--- src/avh_pkg.sv ---
// Shared types and constants for the arc voltage height control block.
package avh_pkg;

    // Configuration write port
    localparam int CFG_DATA_W = 16;
    localparam int HYST_W     = 6;
    localparam int STAB_W     = 16;

    typedef enum logic [1:0] {
        REG_SET_POINT = 2'd0,
        REG_ON_HYST   = 2'd1,
        REG_OFF_HYST  = 2'd2,
        REG_STABILIZE = 2'd3
    } cfg_index_t;

    // Reset values of the configuration registers
    localparam int SET_POINT_RST = 100;
    localparam logic [HYST_W-1:0] ON_HYST_RST  = 6'd3;
    localparam logic [HYST_W-1:0] OFF_HYST_RST = 6'd1;
    localparam logic [STAB_W-1:0] STAB_RST     = 16'd500;

    // Timers
    localparam int DOWN_W     = 8;
    localparam int SETTLE_W   = 16;
    localparam int PIERCE_W   = 32;
    localparam logic [DOWN_W-1:0] KERF_TIMEOUT_MS = 8'd7;
    localparam int KERF_RISE = 1;

    // Discrete inputs of one tick
    typedef struct packed {
        logic torch_on;
        logic arc_good;
        logic arc_changed;
    } tick_flags_t;

    // Status flags of the controller after a tick
    typedef struct packed {
        logic drive_up;
        logic drive_down;
        logic relay_on;
        logic control_active;
        logic kerf_active;
    } ctrl_status_t;

endpackage

--- src/avh_cfg_regs.sv ---
// Configuration register file of the height controller.
module avh_cfg_regs
    import avh_pkg::*;
#(
    parameter int VOLT_BITS = 10
) (
    input  logic                  aclk,
    input  logic                  aresetn,
    input  logic                  cfg_wr_en,
    input  cfg_index_t            cfg_index,
    input  logic [CFG_DATA_W-1:0] cfg_wdata,
    output logic [VOLT_BITS-1:0]  set_point,
    output logic [HYST_W-1:0]     on_hyst,
    output logic [HYST_W-1:0]     off_hyst,
    output logic [STAB_W-1:0]     stabilize
);

    logic [VOLT_BITS-1:0] set_point_reg;
    logic [HYST_W-1:0]    on_hyst_reg;
    logic [HYST_W-1:0]    off_hyst_reg;
    logic [STAB_W-1:0]    stabilize_reg;

    // Register writes, one per cycle
    always_ff @(posedge aclk) begin
        if (!aresetn) begin
            set_point_reg <= VOLT_BITS'(SET_POINT_RST);
            on_hyst_reg   <= ON_HYST_RST;
            off_hyst_reg  <= OFF_HYST_RST;
            stabilize_reg <= STAB_RST;
        end else if (cfg_wr_en) begin
            unique case (cfg_index)
                REG_SET_POINT: set_point_reg <= cfg_wdata[VOLT_BITS-1:0];
                REG_ON_HYST:   on_hyst_reg   <= cfg_wdata[HYST_W-1:0];
                REG_OFF_HYST:  off_hyst_reg  <= cfg_wdata[HYST_W-1:0];
                REG_STABILIZE: stabilize_reg <= cfg_wdata[STAB_W-1:0];
            endcase
        end
    end

    assign set_point = set_point_reg;
    assign on_hyst   = on_hyst_reg;
    assign off_hyst  = off_hyst_reg;
    assign stabilize = stabilize_reg;

endmodule

--- src/avh_ctrl.sv ---
// Height control state, pierce counter and per-tick update logic.
module avh_ctrl
    import avh_pkg::*;
#(
    parameter int VOLT_BITS = 10
) (
    input  logic                 aclk,
    input  logic                 aresetn,
    input  logic                 adv,
    input  tick_flags_t          flags,
    input  logic [VOLT_BITS-1:0] voltage,
    input  logic [VOLT_BITS-1:0] set_point,
    input  logic [HYST_W-1:0]    on_hyst,
    input  logic [HYST_W-1:0]    off_hyst,
    input  logic [STAB_W-1:0]    stabilize,
    output ctrl_status_t         status,
    output logic [PIERCE_W-1:0]  pierce_total
);

    // Signed width that holds set point +/- hysteresis without wrapping
    localparam int SW = VOLT_BITS + 2;

    logic                 cutting_reg,  cutting_next;
    logic                 up_reg,       up_next;
    logic                 down_reg,     down_next;
    logic                 kerf_reg,     kerf_next;
    logic                 control_reg,  control_next;
    logic [VOLT_BITS-1:0] kref_reg,     kref_next;
    logic [DOWN_W-1:0]    down_t_reg,   down_t_next;
    logic [SETTLE_W-1:0]  settle_reg,   settle_next;
    logic [PIERCE_W-1:0]  pierce_reg,   pierce_next;

    logic signed [SW-1:0] v_s, kr_s, up_on, up_off, dn_on, dn_off;
    logic [SETTLE_W-1:0]  settle_base;
    logic [DOWN_W-1:0]    down_base;
    logic                 down_start;

    assign v_s    = signed'(SW'(voltage));
    assign kr_s   = signed'(SW'(kref_reg));
    assign up_off = signed'(SW'(set_point)) - signed'(SW'(off_hyst));
    assign up_on  = signed'(SW'(set_point)) - signed'(SW'(on_hyst));
    assign dn_off = signed'(SW'(set_point)) + signed'(SW'(off_hyst));
    assign dn_on  = signed'(SW'(set_point)) + signed'(SW'(on_hyst));

    // Next state for one tick
    always_comb begin
        cutting_next = cutting_reg;
        up_next      = up_reg;
        down_next    = down_reg;
        kerf_next    = kerf_reg;
        control_next = control_reg;
        kref_next    = kref_reg;
        pierce_next  = pierce_reg;
        down_start   = 1'b0;
        // rising torch-on starts a cut and restarts the stabilize count
        settle_base  = (!cutting_reg && flags.torch_on) ? '0 : settle_reg;

        if (cutting_reg || flags.torch_on) begin
            cutting_next = 1'b1;
            if (flags.arc_changed && flags.arc_good) begin
                pierce_next = pierce_reg + 1'b1;
            end
            priority if (!flags.torch_on) begin
                up_next      = 1'b0;
                down_next    = 1'b0;
                kerf_next    = 1'b0;
                control_next = 1'b0;
                cutting_next = 1'b0;
            end else if (!flags.arc_good) begin
                up_next      = 1'b0;
                down_next    = 1'b0;
                kerf_next    = 1'b0;
                control_next = 1'b0;
            end else if (!control_reg) begin
                if (kerf_reg) begin
                    // resume once voltage falls back to the kerf reference
                    if (kr_s >= v_s) begin
                        kerf_next    = 1'b0;
                        control_next = 1'b1;
                    end
                end else if (settle_base > stabilize) begin
                    control_next = 1'b1;
                end
            end else begin
                // voltage regulation with on/off hysteresis
                priority if (up_reg) begin
                    if (v_s >= up_off) begin
                        up_next   = 1'b0;
                        down_next = 1'b0;
                    end
                end else if (down_reg) begin
                    priority if (v_s <= dn_off) begin
                        up_next   = 1'b0;
                        down_next = 1'b0;
                    end else if (v_s > kr_s + SW'(KERF_RISE) ||
                                 (down_t_reg > KERF_TIMEOUT_MS && v_s >= kr_s)) begin
                        // kerf crossing: suspend control
                        up_next      = 1'b0;
                        down_next    = 1'b0;
                        kerf_next    = 1'b1;
                        control_next = 1'b0;
                    end else begin
                        down_next = 1'b1;
                    end
                end else if (v_s <= up_on) begin
                    up_next   = 1'b1;
                    down_next = 1'b0;
                end else if (v_s >= dn_on && !kerf_reg) begin
                    up_next    = 1'b0;
                    down_next  = 1'b1;
                    kref_next  = voltage;
                    down_start = 1'b1;
                end else begin
                    up_next = 1'b0;
                end
            end
        end

        // both timers advance (saturating) at the end of every tick
        down_base   = down_start ? '0 : down_t_reg;
        down_t_next = (down_base == '1) ? down_base : down_base + 1'b1;
        settle_next = (settle_base == '1) ? settle_base : settle_base + 1'b1;
    end

    // State registers, updated once per tick
    always_ff @(posedge aclk) begin
        if (!aresetn) begin
            cutting_reg <= 1'b0;
            up_reg      <= 1'b0;
            down_reg    <= 1'b0;
            kerf_reg    <= 1'b0;
            control_reg <= 1'b0;
            kref_reg    <= '0;
            down_t_reg  <= '0;
            settle_reg  <= '0;
            pierce_reg  <= '0;
        end else if (adv) begin
            cutting_reg <= cutting_next;
            up_reg      <= up_next;
            down_reg    <= down_next;
            kerf_reg    <= kerf_next;
            control_reg <= control_next;
            kref_reg    <= kref_next;
            down_t_reg  <= down_t_next;
            settle_reg  <= settle_next;
            pierce_reg  <= pierce_next;
        end
    end

    assign status.drive_up       = up_reg;
    assign status.drive_down     = down_reg;
    assign status.relay_on       = cutting_reg;
    assign status.control_active = control_reg;
    assign status.kerf_active    = kerf_reg;
    assign pierce_total          = pierce_reg;

endmodule

--- src/arc_voltage_height_control.sv ---
// A tick passes through the input register, then the state/result register, before its result is valid.
// Throughput: one tick per cycle; a new tick is taken while a result waits, stalls follow m_ready.
// The result fields are the controller state registers, held until the result transfer.
// Reset (aresetn low, synchronous): idle, all flags and timers cleared, pierce count zero,
// configuration back to set point 100, hysteresis 3 / 1, stabilize 500 ms.
module arc_voltage_height_control
    import avh_pkg::*;
#(
    parameter int VOLT_BITS = 10
) (
    input  logic                  aclk,
    input  logic                  aresetn,
    // configuration write port
    input  logic                  cfg_wr_en,
    input  logic [1:0]            cfg_index,
    input  logic [CFG_DATA_W-1:0] cfg_wdata,
    // tick input
    input  logic                  s_valid,
    output logic                  s_ready,
    input  logic                  s_torch_on,
    input  logic                  s_arc_good,
    input  logic                  s_arc_changed,
    input  logic [VOLT_BITS-1:0]  s_arc_voltage,
    // result output
    output logic                  m_valid,
    input  logic                  m_ready,
    output logic                  m_drive_up,
    output logic                  m_drive_down,
    output logic                  m_relay_on,
    output logic                  m_control_active,
    output logic                  m_kerf_active,
    output logic [PIERCE_W-1:0]   m_pierce_total
);

    logic                 in_valid_reg;
    tick_flags_t          flags_reg;
    logic [VOLT_BITS-1:0] volt_reg;
    logic                 out_valid_reg;
    logic                 adv;

    logic [VOLT_BITS-1:0] set_point;
    logic [HYST_W-1:0]    on_hyst;
    logic [HYST_W-1:0]    off_hyst;
    logic [STAB_W-1:0]    stabilize;
    ctrl_status_t         status;

    // Tick moves into the result stage when that stage is free or draining
    assign adv     = in_valid_reg && (!out_valid_reg || m_ready);
    assign s_ready = !in_valid_reg || adv;

    // Input register
    always_ff @(posedge aclk) begin
        if (!aresetn) begin
            in_valid_reg <= 1'b0;
        end else if (s_ready) begin
            in_valid_reg <= s_valid;
        end
    end

    always_ff @(posedge aclk) begin
        if (s_valid && s_ready) begin
            flags_reg <= '{torch_on: s_torch_on, arc_good: s_arc_good,
                           arc_changed: s_arc_changed};
            volt_reg  <= s_arc_voltage;
        end
    end

    // Result valid
    always_ff @(posedge aclk) begin
        if (!aresetn) begin
            out_valid_reg <= 1'b0;
        end else if (adv) begin
            out_valid_reg <= 1'b1;
        end else if (m_ready) begin
            out_valid_reg <= 1'b0;
        end
    end

    avh_cfg_regs #(
        .VOLT_BITS (VOLT_BITS)
    ) u_cfg (
        .aclk      (aclk),
        .aresetn   (aresetn),
        .cfg_wr_en (cfg_wr_en),
        .cfg_index (cfg_index_t'(cfg_index)),
        .cfg_wdata (cfg_wdata),
        .set_point (set_point),
        .on_hyst   (on_hyst),
        .off_hyst  (off_hyst),
        .stabilize (stabilize)
    );

    avh_ctrl #(
        .VOLT_BITS (VOLT_BITS)
    ) u_ctrl (
        .aclk         (aclk),
        .aresetn      (aresetn),
        .adv          (adv),
        .flags        (flags_reg),
        .voltage      (volt_reg),
        .set_point    (set_point),
        .on_hyst      (on_hyst),
        .off_hyst     (off_hyst),
        .stabilize    (stabilize),
        .status       (status),
        .pierce_total (m_pierce_total)
    );

    assign m_valid          = out_valid_reg;
    assign m_drive_up       = status.drive_up;
    assign m_drive_down     = status.drive_down;
    assign m_relay_on       = status.relay_on;
    assign m_control_active = status.control_active;
    assign m_kerf_active    = status.kerf_active;

endmodule

--- config.mk ---
export PLATFORM = sky130hd
export DESIGN_NAME = arc_voltage_height_control
export DESIGN_NICKNAME = d
export VERILOG_FILES = /design/src/avh_pkg.sv /design/src/avh_cfg_regs.sv /design/src/avh_ctrl.sv /design/src/arc_voltage_height_control.sv
export SDC_FILE = /design/constraint.sdc
export NUM_CORES = 1
export LEC_CHECK = 0
export BUFFER_PORTS_ARGS = -buffer_cell sky130_fd_sc_hd__buf_2
export CORE_UTILIZATION = 40
export CTS_BUF_LIST = sky130_fd_sc_hd__clkbuf_4 sky130_fd_sc_hd__clkbuf_8
export DETAILED_ROUTE_END_ITERATION = 10
export GPL_ROUTABILITY_DRIVEN = 0
export PLACE_DENSITY = 0.65
export SYNTH_ARGS = -nofsm -noshare
export SYNTH_HDL_FRONTEND = slang
export SYNTH_SLANG_ARGS = --single-unit
--- constraint.sdc ---
create_clock -name aclk -period 4.1 [get_ports aclk]
set_input_delay 0.41 -clock aclk [delete_from_list [all_inputs] [get_ports aclk]]
set_output_delay 0.41 -clock aclk [all_outputs]
set_load 0.02 [all_outputs]
==> results.rst <==
.. list-table::
   :header-rows: 1

   * - Metric
     - Value
   * - Total die area
     - 0.0214 mm²
   * - LEAKAGE
     - 0.00394 µW
   * - Leading area contributor after synthesis
     - sky130_fd_sc_hd__dfxtp_1
   * - Crit Path Class
     - reg -> reg
   * - Relative max-transition margin
     - 27.7%
   * - Detailed-route DRC error count
     - 0
   * - Logic depth of the worst register-to-register path
     - 16
   * - First-pass iteration count of the detailed router
     - 5
   * - Power density over cell area
     - 303 mW/mm²
   * - Number of flip-flops in the largest register
     - 32
   * - Clk pin slew, worst setup/hold paths
     - 0.08 ns
   * - Mux cell area share after synthesis
     - 3.26%
   * - Top_reg_cell synth
     - sky130_fd_sc_hd__dfxtp_1
   * - Hold worst-path end
     - volt_reg[9]
   * - Count of input and output buffers
     - 74
   * - CP Launch Type
     - flip-flop
   * - Post-synthesis share of cell area spent on full adders, half adders and majority gates
     - 16.4%
   * - Area of the core region
     - 0.0203 mm²
   * - CTS H-tree lvls
     - 4
   * - CTS tree
     - yes
   * - Starting density of the core
     - 41.0%
   * - Clock tree skew after final layout
     - 0.0165 ns
   * - Data required, critical path
     - 4.45 ns
   * - Simple-gate portion of the synthesized area
     - 23.0%
   * - Detailed Route WL
     - 20600 µm
   * - Hold path start
     - s_arc_voltage[9]
   * - Routed via count divided by cell count
     - 5.27
   * - Maximum number of pins on one net before global-route repair
     - 59
   * - Final-report max-slew violation count
     - 0
   * - Kind of capture point of the worst setup path
     - flip-flop
   * - Slew at the pin with the worst max-slew slack
     - 1.08 ns
   * - Synth warnings
     - 0
   * - Final number of hold-violating endpoints
     - 0
   * - Worst R2R Start
     - u_cfg.set_point[0]
   * - DRT iter0 DRCs
     - 297
   * - P&R area growth vs syn
     - 13.7%
   * - Largest family of logic cells by synthesized area
     - simple AND/OR/NAND/NOR gates
   * - Longest individual stage delay on the worst path
     - 0.35 ns
   * - Clock network latency to the later pin of the worst-skew pair
     - 0.45 ns
   * - Clock buffers created by TritonCTS
     - 17
   * - Post-synth EDFFs
     - 13
   * - Period utilisation layout
     - 94.9%
   * - Worst EP arrival
     - 4.24 ns
   * - Critical path's top delay family
     - compound AO/OA/AOI/OAI gates
   * - Max stage delay cell, worst path
     - sky130_fd_sc_hd__dfxtp_1
   * - Sink count of the clock tree
     - 124
   * - Post-route ant nets
     - 0
   * - Number of distinct library cells after synthesis
     - 63
   * - Post-Place Worst Slack
     - -0.0238 ns
   * - Avg Inst Size Synth
     - 8.41 µm²
   * - WL per Instance
     - 15.3 µm
   * - Number of synthesized register bits
     - 124
   * - Number of rows in the core area
     - 52
   * - Mapped Area
     - 0.00832 mm²
   * - Vias in the first global route
     - 6574
   * - Number of maximum-capacitance constraint violations
     - 0
   * - Reg2Reg Setup Slack
     - 0.21 ns
   * - HPWL after detailed placement
     - 15400 µm
   * - Cell breakdown of the critical path
     - ha_2, fa_2, nor2b_1, o31ai_2, o21ai_2, a21oi_2, xor2_1, ha_1, a21o_1, a2111oi_4, o211a_1, a311o_1, a2111oi_4, buf_12, nand2b_1, a311oi_1
   * - Hold WC Path Type
     - in -> reg
   * - Result of the run
     - finished, final reports clean
   * - Peak supply drop
     - 0.188 mV
   * - IO Count
     - 75
   * - # setup viols final
     - 0
   * - Largest cells by area after synthesis
     - sky130_fd_sc_hd__dfxtp_1 27%, sky130_fd_sc_hd__ha_1 15%, sky130_fd_sc_hd__nand2_1 5.0%
   * - Number of cells produced by synthesis
     - 990
   * - Endpoint of the worst register-to-register path
     - u_ctrl.down_t_reg[5]
   * - Worst path most repeated cell
     - sky130_fd_sc_hd__a2111oi_4
   * - Part of the Yosys area used for sequential elements
     - 31.4%
   * - Area share of the leading cell type in the synthesized netlist
     - 26.7%
   * - Die width
     - 146 µm
   * - Longest Clk Path Bufs
     - 2
   * - Final worst-path setup slack
     - 0.209 ns
   * - Post-synthesis xor/xnor area fraction
     - 7.16%
   * - First-pass GRT wire length
     - 33900 µm
   * - Logic depth of the worst path, buffers included
     - 16
   * - Instance count along the most critical hold path
     - 1
   * - CTS root buffer
     - sky130_fd_sc_hd__clkbuf_8
   * - Net count after synthesis
     - 1133
   * - Number of antenna violations at the first check in global routing
     - 2
   * - Share of synthesized flip-flops with an asynchronous set or reset
     - 0%
   * - Fraction of final layout cells sized beyond drive strength 1
     - 13.5%
   * - Overall Global Routing Usage
     - 19.8%
   * - Share of the synthesized area in compound gates (AO/OA/AOI/OAI)
     - 14.0%
   * - Total overflow reported by the global router
     - 0
   * - Die extent in y
     - 146 µm
   * - Layout net count
     - 1202
   * - Number of buffer and inverter instances along the worst setup path
     - 1
   * - Fmax
     - 257 MHz
   * - TNS Setup
     - 0 ns
   * - DR vias
     - 7084
   * - Crit-path max FO
     - 14
   * - Final critical delay including setup and external delays
     - 3.89 ns
how the worst max path moves through the flow:
stage / start / end / slack (ns)
2_1_floorplan: u_cfg.set_point[0] / u_ctrl.kref_reg[1] / 0.35
3_3_place_gp: u_cfg.set_point[0] / u_ctrl.down_t_reg[6] / 0.01
3_5_place_dp: u_cfg.set_point[0] / u_ctrl.down_t_reg[5] / -0.02
4_1_cts: u_cfg.set_point[0] / u_ctrl.kref_reg[4] / 0.06
5_1_grt: u_cfg.set_point[0] / u_ctrl.down_t_reg[5] / -0.0006
6_report: u_cfg.set_point[0] / u_ctrl.down_t_reg[5] / 0.21
cell usage in the layout (no fill, tap or decap), types with 6 or more instances in the layout:
cell type | Yosys | layout
sky130_fd_sc_hd__nand2b_1 | 13 | 13
sky130_fd_sc_hd__a21oi_1 | 66 | 62
sky130_fd_sc_hd__ha_1 | 103 | 102
sky130_fd_sc_hd__and3_1 | 15 | 15
sky130_fd_sc_hd__nand4_1 | 22 | 22
sky130_fd_sc_hd__and2_1 | 16 | 16
sky130_fd_sc_hd__nor3_1 | 13 | 13
sky130_fd_sc_hd__buf_4 | 0 | 10
sky130_fd_sc_hd__edfxtp_1 | 13 | 13
sky130_fd_sc_hd__nor2_1 | 95 | 95
sky130_fd_sc_hd__xnor2_1 | 33 | 33
sky130_fd_sc_hd__nor2b_1 | 17 | 17
sky130_fd_sc_hd__xor2_1 | 35 | 35
sky130_fd_sc_hd__nand3b_1 | 6 | 6
sky130_fd_sc_hd__nand2_1 | 110 | 110
sky130_fd_sc_hd__nand3_1 | 34 | 34
sky130_fd_sc_hd__or3_1 | 13 | 13
sky130_fd_sc_hd__clkbuf_8 | 0 | 19
sky130_fd_sc_hd__o21a_1 | 8 | 8
sky130_fd_sc_hd__o211ai_1 | 10 | 10
sky130_fd_sc_hd__mux2i_1 | 26 | 26
sky130_fd_sc_hd__o21ai_0 | 37 | 34
sky130_fd_sc_hd__buf_2 | 3 | 74
sky130_fd_sc_hd__a21o_1 | 8 | 8
sky130_fd_sc_hd__dfxtp_1 | 111 | 109
sky130_fd_sc_hd__inv_1 | 63 | 63
sky130_fd_sc_hd__and4_1 | 9 | 9
sky130_fd_sc_hd__a211oi_1 | 9 | 8
layout make-up:
type / instances / area [µm²]
timing repair buffer: 85 / 465
fill: 2050 / 10800
sequential: 124 / 2620
antenna: 1 / 2.50
inverter: 64 / 240
clock inverter: 10 / 138
clock buffer: 22 / 284
multi-input combinational: 767 / 5380
tap: 270 / 338
layer usage:
metal	part of all wire, %	global-route usage, %	up-vias
met5	0	0	-
met4	1.4	5.57	0
met3	5.4	5.06	22
met2	44	30.9	128
met1	49	26.9	3323
li1	-	-	3611
where the power goes:
part           switching (µW)  internal [µW]
clock network             530            657
logic                     228            161
registers                36.6           1250
cell usage after synthesis (8+ instances only):
| cell | count |
|---|---|
| sky130_fd_sc_hd__nand4_1 | 22 |
| sky130_fd_sc_hd__o21a_1 | 8 |
| sky130_fd_sc_hd__edfxtp_1 | 13 |
| sky130_fd_sc_hd__nor2b_1 | 17 |
| sky130_fd_sc_hd__and2_1 | 16 |
| sky130_fd_sc_hd__nand2_1 | 110 |
| sky130_fd_sc_hd__ha_1 | 103 |
| sky130_fd_sc_hd__inv_1 | 63 |
| sky130_fd_sc_hd__a21oi_1 | 66 |
| sky130_fd_sc_hd__and3_1 | 15 |
| sky130_fd_sc_hd__o21ai_0 | 37 |
| sky130_fd_sc_hd__a211oi_1 | 9 |
| sky130_fd_sc_hd__clkbuf_1 | 28 |
| sky130_fd_sc_hd__mux2i_1 | 26 |
| sky130_fd_sc_hd__xnor2_1 | 33 |
| sky130_fd_sc_hd__nand2b_1 | 13 |
| sky130_fd_sc_hd__nor3_1 | 13 |
| sky130_fd_sc_hd__dfxtp_1 | 111 |
| sky130_fd_sc_hd__xor2_1 | 35 |
| sky130_fd_sc_hd__nand3_1 | 34 |
| sky130_fd_sc_hd__or3_1 | 13 |
| sky130_fd_sc_hd__and4_1 | 9 |
| sky130_fd_sc_hd__a21o_1 | 8 |
| sky130_fd_sc_hd__o211ai_1 | 10 |
| sky130_fd_sc_hd__nor2_1 | 95 |
metrics by stage:
stage | cells | util (%) | hold slack, ns | total power (µW) | area, µm²
2_1_floorplan | 990 | - | 0.436 | 1570 | 8320
3_3_place_gp | 1307 | 44.1 | 0.448 | 1690 | 8950
3_5_place_dp | 1307 | 44.1 | 0.448 | 1690 | 8950
4_1_cts | 1339 | 46.2 | 0.115 | 2880 | 9370
5_1_grt | 1342 | 46.6 | 0.113 | 3000 | 9460
6_report | 1343 | 46.6 | 0.141 | 2860 | 9460
cell families (layout without fill, tap and decap cells):
kind of cell	count (synthesis)	after routing
and+or+nand+nor	385	385
AOI/OAI and AO/OA	180	180
DFF	124	124
adders and majority gates	107	107
buffers and inverters	99	181
xor gates and xnor gates	68	68
muxes	27	27
other	0	1
timing repair:
item	in CTS	in global routing
hold buffers	0	0
pin swaps	0	9
endpoints found under the setup margin	7	21
gates resized for setup	1	19
buffers inserted	0	3
Power figures use the tool's default switching activity.
